File: src/rtl/core/spfa_pkg.sv
package spfa_pkg;

  // field widths
  localparam int ACC_W   = 10;
  localparam int SPEED_W = 11;
  localparam int POS_W   = 7;

  // scan window and default averaging depth
  localparam logic [POS_W-1:0] SCAN_LIMIT = 7'd73;
  localparam int AVG_LEN_DEFAULT = 5;

  // threshold after reset
  localparam logic [SPEED_W-1:0] THRESHOLD_RESET = 11'd50;

  // characters of interest
  localparam logic [7:0] CHAR_W    = 8'h57;
  localparam logic [7:0] CHAR_DOT  = 8'h2E;
  localparam logic [7:0] CHAR_ZERO = 8'h30;
  localparam logic [7:0] CHAR_NINE = 8'h39;

  // knots to mph: floor(v * 1.15076) as (v * CONV_MULT) >> CONV_SHIFT, exact for v < 1000
  localparam int CONV_SHIFT = 25;
  localparam int CONV_MULT_W = 26;
  localparam logic [CONV_MULT_W-1:0] CONV_MULT = 26'd38613099;
  localparam int CONV_PROD_W = ACC_W + CONV_MULT_W;

  typedef enum logic [1:0] {
    MODE_NONE = 2'd0,
    MODE_SLOW = 2'd1,
    MODE_FAST = 2'd2
  } disp_mode_t;

  // parsed field handed from the parser
  typedef struct packed {
    logic             found;
    disp_mode_t       mode;
    logic [ACC_W-1:0] acc;
  } reading_t;

  // converted reading handed to the averager
  typedef struct packed {
    logic               found;
    disp_mode_t         mode;
    logic [SPEED_W-1:0] speed;
  } conv_t;

  // ascii digit value, non-digits count as zero
  function automatic logic [3:0] digit_of(input logic [7:0] c);
    logic [7:0] diff;
    diff = c - CHAR_ZERO;
    if (c >= CHAR_ZERO && c <= CHAR_NINE) begin
      return diff[3:0];
    end
    return 4'd0;
  endfunction

endpackage

File: src/rtl/core/spfa_parser.sv
module spfa_parser (
  input  logic              clk,
  input  logic              rst,
  input  logic              in_valid,
  output logic              in_stall,
  input  logic              sentence_start,
  input  logic [7:0]        char_byte,
  output logic              rd_valid,
  input  logic              rd_ready,
  output spfa_pkg::reading_t rd
);
  import spfa_pkg::*;

  typedef enum logic [2:0] {
    PH_IDLE,
    PH_SCAN,
    PH_SKIP,
    PH_HUND,
    PH_TENS_OR_PT,
    PH_TENS,
    PH_ONES_OR_PT,
    PH_ONES
  } phase_t;

  phase_t           phase, phase_next;
  logic [POS_W-1:0] pos, pos_next;
  logic [ACC_W-1:0] acc, acc_next;
  logic             slow_flag, slow_flag_next;
  logic             fast_pend, fast_pend_next;
  logic             emit;
  reading_t         emit_rd;
  logic             accept;
  logic [ACC_W-1:0] digit_ext;

  // input taken whenever the output slot is free or draining
  assign in_stall  = rd_valid && !rd_ready;
  assign accept    = in_valid && !in_stall;
  assign digit_ext = ACC_W'(digit_of(char_byte));

  // next parse state for the current byte
  always_comb begin
    phase_next     = phase;
    pos_next       = pos;
    acc_next       = acc;
    slow_flag_next = slow_flag;
    fast_pend_next = fast_pend;
    emit           = 1'b0;
    emit_rd.found  = 1'b0;
    emit_rd.mode   = MODE_NONE;
    emit_rd.acc    = acc;
    if (sentence_start) begin
      phase_next     = PH_SCAN;
      pos_next       = '0;
      acc_next       = '0;
      slow_flag_next = 1'b0;
    end else begin
      case (phase)
        PH_SCAN: begin
          pos_next = pos + 1'b1;
          if (char_byte == CHAR_W) begin
            phase_next = PH_SKIP;
          end else if (pos_next >= SCAN_LIMIT) begin
            // no speed field in the window
            phase_next = PH_IDLE;
            emit       = 1'b1;
          end
        end
        PH_SKIP: begin
          phase_next = PH_HUND;
        end
        PH_HUND: begin
          acc_next   = digit_ext * ACC_W'(100);
          phase_next = PH_TENS_OR_PT;
        end
        PH_TENS_OR_PT: begin
          if (char_byte == CHAR_DOT) begin
            slow_flag_next = 1'b1;
            phase_next     = PH_TENS;
          end else begin
            acc_next   = acc + digit_ext * ACC_W'(10);
            phase_next = PH_ONES_OR_PT;
          end
        end
        PH_TENS: begin
          acc_next   = acc + digit_ext * ACC_W'(10);
          phase_next = PH_ONES_OR_PT;
        end
        PH_ONES_OR_PT, PH_ONES: begin
          if (phase == PH_ONES_OR_PT && char_byte == CHAR_DOT) begin
            fast_pend_next = 1'b1;
            phase_next     = PH_ONES;
          end else begin
            // field complete, settle the display mode
            acc_next      = acc + digit_ext;
            emit          = 1'b1;
            emit_rd.found = 1'b1;
            emit_rd.acc   = acc + digit_ext;
            phase_next    = PH_IDLE;
            if (slow_flag) begin
              emit_rd.mode   = MODE_SLOW;
              slow_flag_next = 1'b0;
            end else if (fast_pend) begin
              emit_rd.mode   = MODE_FAST;
              fast_pend_next = 1'b0;
            end
          end
        end
        default: begin
          phase_next = phase;
        end
      endcase
    end
  end

  // parse state and output slot
  always_ff @(posedge clk) begin
    if (rst) begin
      phase     <= PH_IDLE;
      pos       <= '0;
      acc       <= '0;
      slow_flag <= 1'b0;
      fast_pend <= 1'b0;
      rd_valid  <= 1'b0;
    end else begin
      if (accept) begin
        phase     <= phase_next;
        pos       <= pos_next;
        acc       <= acc_next;
        slow_flag <= slow_flag_next;
        fast_pend <= fast_pend_next;
      end
      if (accept && emit) begin
        rd_valid <= 1'b1;
        rd       <= emit_rd;
      end else if (rd_ready) begin
        rd_valid <= 1'b0;
      end
    end
  end

  // a miss never carries a display mode
  a_miss_no_mode: assert property (@(posedge clk) disable iff (rst)
    rd_valid && !rd.found |-> rd.mode == MODE_NONE)
    else $error("miss item with display mode");

  // a parsed value never exceeds three digits
  a_acc_range: assert property (@(posedge clk) disable iff (rst)
    rd_valid |-> rd.acc <= ACC_W'(999))
    else $error("parsed value out of range");

  // a full slot holds while the next stage is busy
  a_slot_hold: assert property (@(posedge clk) disable iff (rst)
    rd_valid && !rd_ready |=> rd_valid && $stable(rd))
    else $error("parsed item lost under stall");

endmodule

File: src/rtl/core/spfa_convert.sv
module spfa_convert (
  input  logic               clk,
  input  logic               rst,
  input  logic               rd_valid,
  output logic               rd_ready,
  input  spfa_pkg::reading_t rd,
  output logic               cv_valid,
  input  logic               cv_ready,
  output spfa_pkg::conv_t    cv
);
  import spfa_pkg::*;

  logic [CONV_PROD_W-1:0] prod;
  logic                   load;

  // knots to mph by reciprocal multiply
  assign prod     = CONV_PROD_W'(rd.acc) * CONV_PROD_W'(CONV_MULT);
  assign rd_ready = !cv_valid || cv_ready;
  assign load     = rd_valid && rd_ready;

  // stage valid
  always_ff @(posedge clk) begin
    if (rst) begin
      cv_valid <= 1'b0;
    end else if (rd_ready) begin
      cv_valid <= rd_valid;
    end
  end

  // stage payload
  always_ff @(posedge clk) begin
    if (load) begin
      cv.found <= rd.found;
      cv.mode  <= rd.mode;
      cv.speed <= prod[CONV_SHIFT +: SPEED_W];
    end
  end

  // converted speed stays within the display range
  a_conv_range: assert property (@(posedge clk) disable iff (rst)
    cv_valid && cv.found |-> cv.speed <= SPEED_W'(1149))
    else $error("converted speed out of range");

  // a waiting item is not dropped
  a_cv_hold: assert property (@(posedge clk) disable iff (rst)
    cv_valid && !cv_ready |=> cv_valid && $stable(cv))
    else $error("converted item lost under stall");

  // the stage takes an item whenever it has room
  a_cv_take: assert property (@(posedge clk) disable iff (rst)
    rd_valid && !cv_valid |=> cv_valid)
    else $error("converter missed an item");

endmodule

File: src/rtl/core/spfa_average.sv
module spfa_average #(
  parameter int AVG_LEN = spfa_pkg::AVG_LEN_DEFAULT
) (
  input  logic                         clk,
  input  logic                         rst,
  input  logic                         cv_valid,
  output logic                         cv_ready,
  input  spfa_pkg::conv_t              cv,
  input  logic [spfa_pkg::SPEED_W-1:0] threshold,
  output logic                         out_valid,
  input  logic                         out_stall,
  output logic                         speed_found,
  output logic [1:0]                   display_mode,
  output logic [spfa_pkg::SPEED_W-1:0] shown_value
);
  import spfa_pkg::*;

  localparam int HIST_N      = AVG_LEN - 1;
  localparam int SUM_W       = $clog2(AVG_LEN * (2 ** SPEED_W));
  localparam int RECIP_SHIFT = SUM_W + $clog2(AVG_LEN);
  localparam int RECIP       = (2 ** RECIP_SHIFT + AVG_LEN - 1) / AVG_LEN;
  localparam int RECIP_W     = RECIP_SHIFT + 1;
  localparam int PROD_W      = SUM_W + RECIP_W;

  logic [SPEED_W-1:0] hist [HIST_N];
  logic [SUM_W-1:0]   sum;
  logic [PROD_W-1:0]  prod;
  logic [SPEED_W-1:0] avg;
  logic [SPEED_W-1:0] shown;
  logic               load;

  assign cv_ready = !out_valid || !out_stall;
  assign load     = cv_valid && cv_ready;

  // window sum, newest reading plus the stored ones
  always_comb begin
    sum = SUM_W'(cv.speed);
    for (int i = 0; i < HIST_N; i++) begin
      sum = sum + SUM_W'(hist[i]);
    end
  end

  // divide by window length through a reciprocal
  assign prod = PROD_W'(sum) * PROD_W'(RECIP);
  assign avg  = prod[RECIP_SHIFT +: SPEED_W];

  // shown value by display mode
  always_comb begin
    case (cv.mode)
      MODE_SLOW: shown = (avg <= threshold) ? '0 : avg;
      MODE_FAST: shown = avg;
      default:   shown = '0;
    endcase
  end

  // reading history, newest first
  always_ff @(posedge clk) begin
    if (rst) begin
      for (int i = 0; i < HIST_N; i++) begin
        hist[i] <= '0;
      end
    end else if (load && cv.found) begin
      hist[0] <= cv.speed;
      for (int i = 1; i < HIST_N; i++) begin
        hist[i] <= hist[i-1];
      end
    end
  end

  // output register
  always_ff @(posedge clk) begin
    if (rst) begin
      out_valid <= 1'b0;
    end else if (cv_ready) begin
      out_valid <= cv_valid;
    end
  end

  always_ff @(posedge clk) begin
    if (load) begin
      speed_found  <= cv.found;
      display_mode <= cv.mode;
      shown_value  <= shown;
    end
  end

  // a miss shows nothing
  a_miss_blank: assert property (@(posedge clk) disable iff (rst)
    out_valid && !speed_found |-> display_mode == MODE_NONE && shown_value == '0)
    else $error("miss item shows a value");

  // history moves only with a parsed reading
  a_hist_stable: assert property (@(posedge clk) disable iff (rst)
    !rst && !(load && cv.found) |=> $stable(hist[0]))
    else $error("history changed without a reading");

  // the newest reading enters the history
  a_hist_push: assert property (@(posedge clk) disable iff (rst)
    !rst && load && cv.found |=> hist[0] == $past(cv.speed))
    else $error("history missed a reading");

endmodule

File: src/rtl/core/gps_speed_field_parser_averager_core.sv
// channel   | handshake                     | payload
// ----------+-------------------------------+------------------------------------------
// in        | in_valid / in_stall           | sentence_start, char_byte
// out       | out_valid / out_stall         | speed_found, display_mode, shown_value
// cfg       | cfg_valid / cfg_ready         | cfg_data (slow display zero threshold)
//
// one byte per cycle while in_stall is low; parse, multiply, average stages are registered
// a result moves through the parser slot, the converter register and the output register
// in_stall rises only when all three stages hold results and out_stall is high
// synchronous reset clears parse state, stage valids and history; threshold returns to 50
// cfg_ready is always high, a write lands at the edge it is presented
module gps_speed_field_parser_averager_core #(
  parameter int AVG_LEN = spfa_pkg::AVG_LEN_DEFAULT
) (
  input  logic                         clk,
  input  logic                         rst,
  input  logic                         in_valid,
  output logic                         in_stall,
  input  logic                         sentence_start,
  input  logic [7:0]                   char_byte,
  output logic                         out_valid,
  input  logic                         out_stall,
  output logic                         speed_found,
  output logic [1:0]                   display_mode,
  output logic [spfa_pkg::SPEED_W-1:0] shown_value,
  input  logic                         cfg_valid,
  output logic                         cfg_ready,
  input  logic [spfa_pkg::SPEED_W-1:0] cfg_data
);
  import spfa_pkg::*;

  logic               rd_valid;
  logic               rd_ready;
  reading_t           rd;
  logic               cv_valid;
  logic               cv_ready;
  conv_t              cv;
  logic [SPEED_W-1:0] threshold;

  // threshold register
  assign cfg_ready = 1'b1;

  always_ff @(posedge clk) begin
    if (rst) begin
      threshold <= THRESHOLD_RESET;
    end else if (cfg_valid && cfg_ready) begin
      threshold <= cfg_data;
    end
  end

  // sentence parser
  spfa_parser u_parser (
    .clk            (clk),
    .rst            (rst),
    .in_valid       (in_valid),
    .in_stall       (in_stall),
    .sentence_start (sentence_start),
    .char_byte      (char_byte),
    .rd_valid       (rd_valid),
    .rd_ready       (rd_ready),
    .rd             (rd)
  );

  // unit conversion
  spfa_convert u_convert (
    .clk      (clk),
    .rst      (rst),
    .rd_valid (rd_valid),
    .rd_ready (rd_ready),
    .rd       (rd),
    .cv_valid (cv_valid),
    .cv_ready (cv_ready),
    .cv       (cv)
  );

  // moving average and display select
  spfa_average #(
    .AVG_LEN (AVG_LEN)
  ) u_average (
    .clk          (clk),
    .rst          (rst),
    .cv_valid     (cv_valid),
    .cv_ready     (cv_ready),
    .cv           (cv),
    .threshold    (threshold),
    .out_valid    (out_valid),
    .out_stall    (out_stall),
    .speed_found  (speed_found),
    .display_mode (display_mode),
    .shown_value  (shown_value)
  );

endmodule
File: config.mk
export PLATFORM = sky130hd
export DESIGN_NAME = gps_speed_field_parser_averager_core
export DESIGN_NICKNAME = d
export VERILOG_FILES = /design/src/rtl/core/spfa_pkg.sv /design/src/rtl/core/spfa_parser.sv /design/src/rtl/core/spfa_convert.sv /design/src/rtl/core/spfa_average.sv /design/src/rtl/core/gps_speed_field_parser_averager_core.sv
export SDC_FILE = /design/constraint.sdc
export NUM_CORES = 1
export LEC_CHECK = 0
export BUFFER_PORTS_ARGS = -buffer_cell sky130_fd_sc_hd__buf_2
export CAP_MARGIN = 30
export CORE_ASPECT_RATIO = 0.75
export CORE_MARGIN = 3
export CORE_UTILIZATION = 59
export DETAILED_ROUTE_END_ITERATION = 8
export GPL_TIMING_DRIVEN = 0
export HOLD_SLACK_MARGIN = 0.02
export PLACE_DENSITY_LB_ADDON = 0.25
export SLEW_MARGIN = 0
export SYNTH_ARGS = -nofsm -noshare
export SYNTH_HDL_FRONTEND = slang
export SYNTH_SLANG_ARGS = --single-unit
File: constraint.sdc
create_clock -name clk -period 11.15 [get_ports clk]
set_clock_uncertainty 0.1 [all_clocks]
set_input_delay 0.5575 -clock clk [delete_from_list [all_inputs] [get_ports clk]]
set_output_delay 0.5575 -clock clk [all_outputs]
set_load 0.01 [all_outputs]
# [Word level (Yosys, flattened, before mapping)]
# Memory sizes are Yosys's and may differ from the RTL's.
# Cells that the tools add are included.
[word_totals] regBits=77 ram_bits=44 input_bits=25 out_inout_bits=17 word_cells=133 mem_count=1
[mem_list] name="u_average.hist" words=4 width=11 read_ports=4 rd_ports_with_merged_regs=0 wr=4 line_no="spfa_average.sv:25" text="logic [SPEED_W-1:0] hist [HIST_N];"
[op_classes] add_sub_neg=8 n_mul=4 n_lt_le_gt_ge=4 eq_ne=16 muxes=44 bitwise=7 n_reduce_logical=30
[op_table] cell="11-bit two-way mux" n=5
[op_table] cell="10-bit two-way mux" n=5
[op_table] cell="14-bit by 11-bit adder with 14-bit output" n=3
[op_table] cell="10-bit one-hot mux with 4 select lines" n=1
[op_table] cell="10-bit by 26-bit multiplier with 36-bit output (second input constant)" n=1
[op_table] cell="14-bit by 15-bit multiplier with 28-bit output (second input constant)" n=1
[op_table] cell="11-bit one-hot mux with 2 select lines" n=1
[op_table] cell="3-bit one-hot mux with 6 select lines" n=1
[op_table] cell="1-bit two-way mux" n=17
[op_table] cell="7-bit two-way mux" n=2
[op_table] cell="13-bit two-way mux" n=1
[op_table] cell="11-bit by 11-bit adder with 12-bit output" n=1
[op_table] cell="3-bit == test (second input constant)" n=4
[op_table] cell="3-bit two-way mux" n=4
[op_table] cell="4-bit AND reduction" n=3
[op_table] cell="11-bit less-or-equal comparator" n=1
[op_table] cell="10-bit adder" n=1
[op_table] cell="10-bit by 4-bit adder with 10-bit output" n=1
[op_table] cell="8-bit by 6-bit == test with 1-bit output (second input constant)" n=1
[op_table] cell="8-bit by 7-bit == test with 1-bit output (second input constant)" n=1
[op_table] cell="8-bit by 6-bit >= comparator with 1-bit output (second input constant)" n=1
[op_table] cell="8-bit by 6-bit less-or-equal comparator with 1-bit output (second input constant)" n=1
[op_table] cell="1-bit logical AND" n=8
[op_table] cell="4-bit by 5-bit multiplier with 8-bit output (second input constant)" n=1
[op_table] cell="other kinds (28)" n=47

# [Depth between registers and ports, before layout]
# Gate-level depths: netlist of the first run.
[logic_depth] depth_word=9 mapped_depth=49 mapped_depth_nobuf=48

# [Hierarchy]
# A second synthesis of the first run with hierarchy kept.
[hier_totals] hier_cells=1490 hier_area_um2=14684.1
[modules_own_cells] mod="spfa_average" n_inst=1 cells_per_inst=762 area_each_um2=7647.3 seq_area_each_um2=1761.7
[modules_own_cells] mod="spfa_convert" n_inst=1 cells_per_inst=367 area_each_um2=3842.4 seq_area_each_um2=440.4
[modules_own_cells] mod="spfa_parser" n_inst=1 cells_per_inst=324 area_each_um2=2788.9 seq_area_each_um2=850.8
[modules_own_cells] mod="gps_speed_field_parser_averager_core" n_inst=1 cells_per_inst=37 area_each_um2=405.4 seq_area_each_um2=220.2

# [Least setup slack after synthesis of the first run]
# Ideal clock, no wire load.
[synth_timing] path_type="flip-flop to flip-flop" start="reg u_convert.cv[0] (netlist name)" end="reg u_average.shown_value[10] in the netlist's numbering (data pin)" setup_time_ns=0.260 arrival_time_ns=10.553 required_time_ns=10.790 path_slack_ns=0.237 stages_incl_launch_ff=45 synth_period_minus_slack_ns=10.913 cell_sequence="edfxtp_1 -> ha_1 -> fa_1 -> a21o_1 -> a21oi_1 -> o21bai_1 -> a21oi_1 -> o21ai_0 -> a21o_1 -> a21oi_1 -> xnor2_1 -> fa_1 -> inv_1 -> fa_1 -> inv_1 -> ha_1 -> or2_2 -> a21oi_1 -> [... 9 more ...] -> inv_1 -> fa_1 -> inv_1 -> ha_1 -> o21a_1 -> o211ai_1 -> nor3_1 -> a211oi_1 -> nand2_1 -> a221oi_1 -> xnor2_1 -> ha_1 -> nand2_1 -> o41a_1 -> o21bai_1 -> or2_2 -> nor2_1 -> mux2_2"
[synth_via] elab_chain_len=8
[synth_lines] element="11-bit by 11-bit adder with 12-bit output (*)" line_no="spfa_average.sv:39" text="sum = sum + SUM_W'(hist[i]);"
[synth_lines] element="14-bit by 11-bit adder with 14-bit output (*) (3 in a row)" line_no="spfa_average.sv:39"
[synth_lines] element="14-bit by 15-bit multiplier with 28-bit output (*)" line_no="spfa_average.sv:44" text="assign prod = PROD_W'(sum) * PROD_W'(RECIP);"
[synth_lines] element="11-bit less-or-equal comparator" line_no="spfa_average.sv:50" text="MODE_SLOW: shown = (avg <= threshold) ? '0 : avg;"
[synth_lines] element="11-bit two-way mux" line_no="spfa_average.sv:50"
[synth_lines] element="11-bit one-hot mux with 2 select lines (*)" line_no="spfa_average.sv:49" text="case (cv.mode)"
[synth_lines] element="named net u_average.shown[10]" line_no="spfa_average.sv:29" text="logic [SPEED_W-1:0] shown;"
[synth_lines] element="end signal, assigned" line_no="spfa_average.sv:83" text="shown_value <= shown;"
[synth_lines] element="end, declared" line_no="spfa_average.sv:14" text="output logic [spfa_pkg::SPEED_W-1:0] shown_value"
# Mark *: on every way through the listed nets, which the timed path passes. The rest lies on a longest branch.
# A chain may end at the register's enable or synchronous reset.

==> impl_metrics.csv, run 1 <==
group,metric,value,unit
run_status,run_status,"finished clean",
place,postPlaceCellArea,0.0152,sq mm
timing,final_max_slew_viol_count,0,
die,pin_count,42,
clocking,clk_pin_slew,60,ps
setup_path,cp_data_arrival_time,10870,ps
yosys,async_reset_ff_share,0,%
cells_and_area,layout_commonest_cell,"inv_1",
timing,post-route-period-util,96.9,%
detailed_routing,viasPerCell,5.52,
yosys,seq_area_frac_synth,22.5,%
yosys,ys.flop_type,"edfxtp_1",
place,dp_cells,1859,
yosys,synth_area_per_cell,9.79,sq um
global_routing,grtUsageTotal,24.1,%
yosys,yosysWarnings,0,
clocking,cts-buffers-inserted,17,
timing,setup_viol,0,
yosys,synth_seq_cells,121,
cells_and_area,layout_common_cells,"inv_1, ha_1, fa_1",
clocking,h-tree-depth,4,
place,dpl.hpwl,25300,um
yosys,synth.distinct_cells,74,
global_routing,antenna_found_initial,0,
clocking,cts_tree,"yes",
detailed_routing,remaining_drc_errors,0,
detailed_routing,drtIter0Drc,607,
yosys,syn-num-nets,1921,
detailed_routing,post_drt_wl_per_cell,16.5,um
die,chipHeight,142,um
timing,max_freq,0.0926,GHz
setup_path,slowest_delay,550,ps
timing,worst_pin_slew,943,ps
die,initial_utilization,60.4,%
timing,setup_tns,0,ps
detailed_routing,detail-route-antenna-nets,0,
timing,hold_viol_final,0,
clocking,worst_skew_pair.late_latency,430,ps
clocking,clockBufferDepth,2,
place,globalplace.congestion,0.905,
yosys,synth_area,0.0146,sq mm
detailed_routing,dr.pass1.iters,5,
die,coreArea,0.0241,sq mm
global_routing,overflow,0,
global_routing,grt_max_degree,41,
setup_path,worst_setup_path_start_kind,"flop",
global_routing,grt_pass1_vias,10500,
cells_and_area,diodes,0,
clocking,numClockSinks,121,
die,die_area,0.0266,sq mm
setup_path,cp.required,11220,ps
die,fp-row-count,49,
yosys,synth_top_cell_by_area,"ha_1",
setup_path,cp_max_fo,5,
timing,timing.hold.ws,248,ps
setup_path,critPathKind,"reg -> reg",
yosys,ys_top_cells_by_area,"ha_1, fa_1, edfxtp_1",
timing,fin_crit,10800,ps
cells_and_area,finish.net_count,2001,
yosys,synth-edff-count,85,
yosys,syn_inst,1487,
clocking,postCtsHoldBufs,0,
cells_and_area,final_cells,1911,
detailed_routing,drt-total-wl,31600,um
yosys,synth_top_area_share,23.3,%
job,cap_violations,0,
hold_path,hold_path.class,"in -> reg",
setup_path,critPathCaptureType,"flop",
die,die_w,187,um
cells_and_area,final_layout_size_suffix_gt1_share,10.7,%
place,io_buffers,38,
cells_and_area,fin_area,0.0162,sq mm
setup_path,cp_common_cell,"fa_1",
cells_and_area,area_growth,11.6,%
clocking,cts-root-buf,"clkbuf_16",
timing,relSlewSlack,36.7,%
detailed_routing,vias,10500,
global_routing,grt_pass1_wl,51800,um
setup_path,crit_slowest_cell,"fa_1",
## layer usage
layer,vias to the layer above,wire length (um),GRT usage (%)
met4,0,350,4.81
met2,249,14100,37.4
met5,-,0,0
met3,34,1560,4.41
li1,5146,-,-
met1,5115,15600,35.9
## metrics by stage
stage | worst slack [ps] | utilization [%]
finish | 350 | 67.4
floorplan | 237 | -
detailed placement | -830 | 63.2
CTS | 7.54 | 66.3
global placement | -668 | 63.0
global route | -97.6 | 67.4
## kinds of logic after synthesis
logic type,count (synthesis),share of synthesized area [%]
AO/OA/AOI/OAI,247,11.1
flip-flops,121,22.5
other,1,0.0257
adder cells (fa/ha/maj),409,42.3
multiplexers,16,1.14
XOR/XNOR,68,4.09
AND/OR/NAND/NOR,286,10.1
buffers and inverters,339,8.78
## flip-flops by register name, summed over array words and instances (netlist names)
| register | flops |
|---|---|
| u_average.hist | 44 |
| u_convert.cv | 14 |
| u_parser.rd | 13 |
| threshold | 11 |
| u_average.shown_value | 11 |
| u_parser.acc | 10 |
| u_parser.pos | 7 |
| u_parser.phase | 3 |
| u_average.display_mode | 2 |
| u_average.out_valid | 1 |
| u_average.speed_found | 1 |
| u_convert.cv_valid | 1 |
| u_parser.fast_pend | 1 |
| u_parser.rd_valid | 1 |
| u_parser.slow_flag | 1 |
## cell type report
cell class                 instances  area, sq um
sequential                       121         3270
clock buffer                      18          450
tap                              331          414
buffer                            21         85.1
timing repair buffer              62          383
multi-input combinational       1027        10300
fill                            1877         7850
inverter                         317         1190
clock inverter                    14          146
## synthesized netlist by cell type, types with 16 or more instances
| cell type | instances |
|---|---|
| a21o_1 | 25 |
| xnor2_1 | 49 |
| nor2_1 | 69 |
| xor2_1 | 19 |
| a21oi_1 | 81 |
| clkbuf_1 | 18 |
| nor3_1 | 24 |
| nand2_1 | 58 |
| o21ai_0 | 48 |
| and2_1 | 43 |
| nand3_1 | 16 |
| dfxtp_1 | 36 |
| edfxtp_1 | 85 |
| inv_1 | 317 |
| fa_1 | 138 |
| ha_1 | 271 |
## worst max-delay path, delay by kind of cell (launching register included)
kind	cells	cell delay [ps]
adders and majority gates	13	5210
AOI/OAI and AO/OA	16	3020
muxes	1	290
xor gates and xnor gates	3	480
and+or+nand+nor	5	720
buffers and inverters	6	310
DFF	1	400
## final timing paths
path | start | to | slack (ps) | cells past startpoint
worst max register to register | u_average.hist[0][0] | u_average.shown_value[10] | 350 | 44
worst max-delay path | u_average.hist[0][0] | u_average.shown_value[10] | 350 | 44
worst min-delay path | cfg_data[4] | threshold[4] | 250 | 3
worst min register to register | u_parser.rd[11] | u_convert.cv[12] | 320 | 0
## timing repair
item	in CTS	in global routing
endpoints found under the setup margin	11	11
buffers inserted	7	14
pin swaps	11	49
endpoints found under the hold margin	0	0
gates resized for setup	27	35
Power of run 1 is left out: the tool's default activity adds up to more than one toggle a clock period on the data nets, which glitch-free logic cannot reach.
==> inputs of run 2 (changes only) <==
REMOVE_ABC_BUFFERS = 1   (was not set)
==> run 2 against run 1 <==
  * Cell count shrank 0.52%
  * Sequential share of layout area shrank 0.22 points
  * Final area rose by 1.1%
  * First-iteration DRC count increased by 6.1%
  * Die area is the same
  * Clock-buffer cell count unchanged
  * Sequential cell count did not move
  * Maximum frequency is 0.51% lower
  * Critical endpoint unchanged
  * Highest routed layer unchanged
==> impl_metrics.csv, run 2 (synthesis gave the netlist of run 1 again) <==
group,metric,value,unit
die,coreArea,0.0241,sq mm
setup_path,cp_max_fo,7,
global_routing,grt_pass1_vias,10700,
setup_path,worst_setup_path_start_kind,"flop",
timing,final_max_slew_viol_count,0,
place,globalplace.congestion,0.911,
cells_and_area,diodes,0,
hold_path,hold_path.class,"in -> reg",
die,chipHeight,142,um
setup_path,path_buf_inv,8,
cells_and_area,layout_commonest_cell,"inv_1",
detailed_routing,vias,10700,
cells_and_area,reg_top3,"u_average.hist x44, u_convert.cv x14, u_parser.rd x13",
die,pin_count,42,
timing,worst_pin_slew,964,ps
timing,post-route-period-util,97.4,%
setup_path,critPathKind,"reg -> reg",
clocking,clk_pin_slew,60,ps
clocking,h-tree-depth,4,
detailed_routing,viasPerCell,5.62,
cells_and_area,area_growth,12.8,%
cells_and_area,top_register,"u_average.hist",
die,die_w,187,um
detailed_routing,drt-total-wl,32600,um
setup_path,crit_slowest_cell,"fa_1",
detailed_routing,drtIter0Drc,644,
global_routing,grtUsageTotal,24.3,%
job,cap_violations,0,
die,die_area,0.0266,sq mm
global_routing,grt_max_degree,43,
timing,setup_tns,0,ps
cells_and_area,layout_common_cells,"inv_1, ha_1, fa_1",
detailed_routing,remaining_drc_errors,0,
timing,setup_viol,0,
setup_path,crit_family,"adder cells",
detailed_routing,detail-route-antenna-nets,0,
clocking,numClockSinks,121,
setup_path,slowest_delay,550,ps
timing,fin_crit,10850,ps
setup_path,critPathCaptureType,"flop",
clocking,cts_tree,"yes",
setup_path,r2r_setup_slack,300,ps
setup_path,cp.required,11220,ps
place,dpl.hpwl,25600,um
setup_path,cp_data_arrival_time,10930,ps
global_routing,grt_pass1_wl,52300,um
cells_and_area,final_layout_size_suffix_gt1_share,12.6,%
timing,hold_viol_final,0,
clocking,worst_skew_pair.late_latency,430,ps
detailed_routing,dr.pass1.iters,5,
cells_and_area,largest_register_ff_count,44,
detailed_routing,post_drt_wl_per_cell,17.1,um
clocking,clockBufferDepth,2,
run_status,run_status,"finished clean",
cells_and_area,finish.net_count,1991,
global_routing,overflow,0,
clocking,postCtsHoldBufs,0,
timing,relSlewSlack,35.5,%
place,dp_cells,1841,
timing,max_freq,0.0921,GHz
global_routing,antenna_found_initial,0,
clocking,cts-root-buf,"clkbuf_16",
clocking,cts-buffers-inserted,17,
die,initial_utilization,60.4,%
setup_path,cp_common_cell,"inv_1",
place,io_buffers,40,
cells_and_area,final_core_util,68.2,%
die,fp-row-count,49,
timing,timing.hold.ws,254,ps
cells_and_area,final_cells,1901,
run 2: changes by cell type in the layout (fill, tap and decap cells not counted), moves of 4 or more:
cell,change
buf_4,+4
clkbuf_1,-16
ha_1,-4
ha_4,+4
nor3_1,-4
nor3_2,+4
run 2: worst paths after layout:
| kind | start | end | cells past startpoint |
|---|---|---|---|
| setup / recovery | u_average.hist[0][0] | u_average.shown_value[10] | 44 |
| hold / removal | cfg_data[1] | threshold[1] | 3 |
| setup reg to reg | u_average.hist[0][0] | u_average.shown_value[10] | 44 |
| hold reg to reg | u_parser.rd[10] | u_convert.cv[11] | 0 |
run 2: area by class of cell:
class                      instances  area (sq um)
clock buffer                      18           429
clock inverter                    14           195
fill                            1796          7670
inverter                         317          1190
multi-input combinational       1027         10500
sequential                       121          3270
tap                              331           414
timing repair buffer              73           473
run 2: tightest hold or removal path: stages:
cell and delay [ps]:
buf_2 80, nand2_1 40, o211ai_1 60
run 2: per-layer routing:
layer  track usage (%)  vias up  wire [um]
li1                  -     5140          -
met2              37.4      318      14700
met4              5.68        0        352
met1              35.9     5188      15500
met5                 0        -          0
met3              4.48       35       1950
run 2: timing repair:
item	in CTS	in global routing
buffers inserted	12	16
pin swaps	13	54
hold endpoints to repair	0	0
setup endpoints to repair	11	11
gates resized for setup	24	66
run 2: stage by stage:
step	cell area, sq um	worst slack, ps
2_1_floorplan	14500	237
3_3_place_gp	15100	-647
3_5_place_dp	15200	-825
4_1_cts	16000	18.1
5_1_grt	16400	-185
6_report	16400	295
Power of run 2 is left out for the same reason.
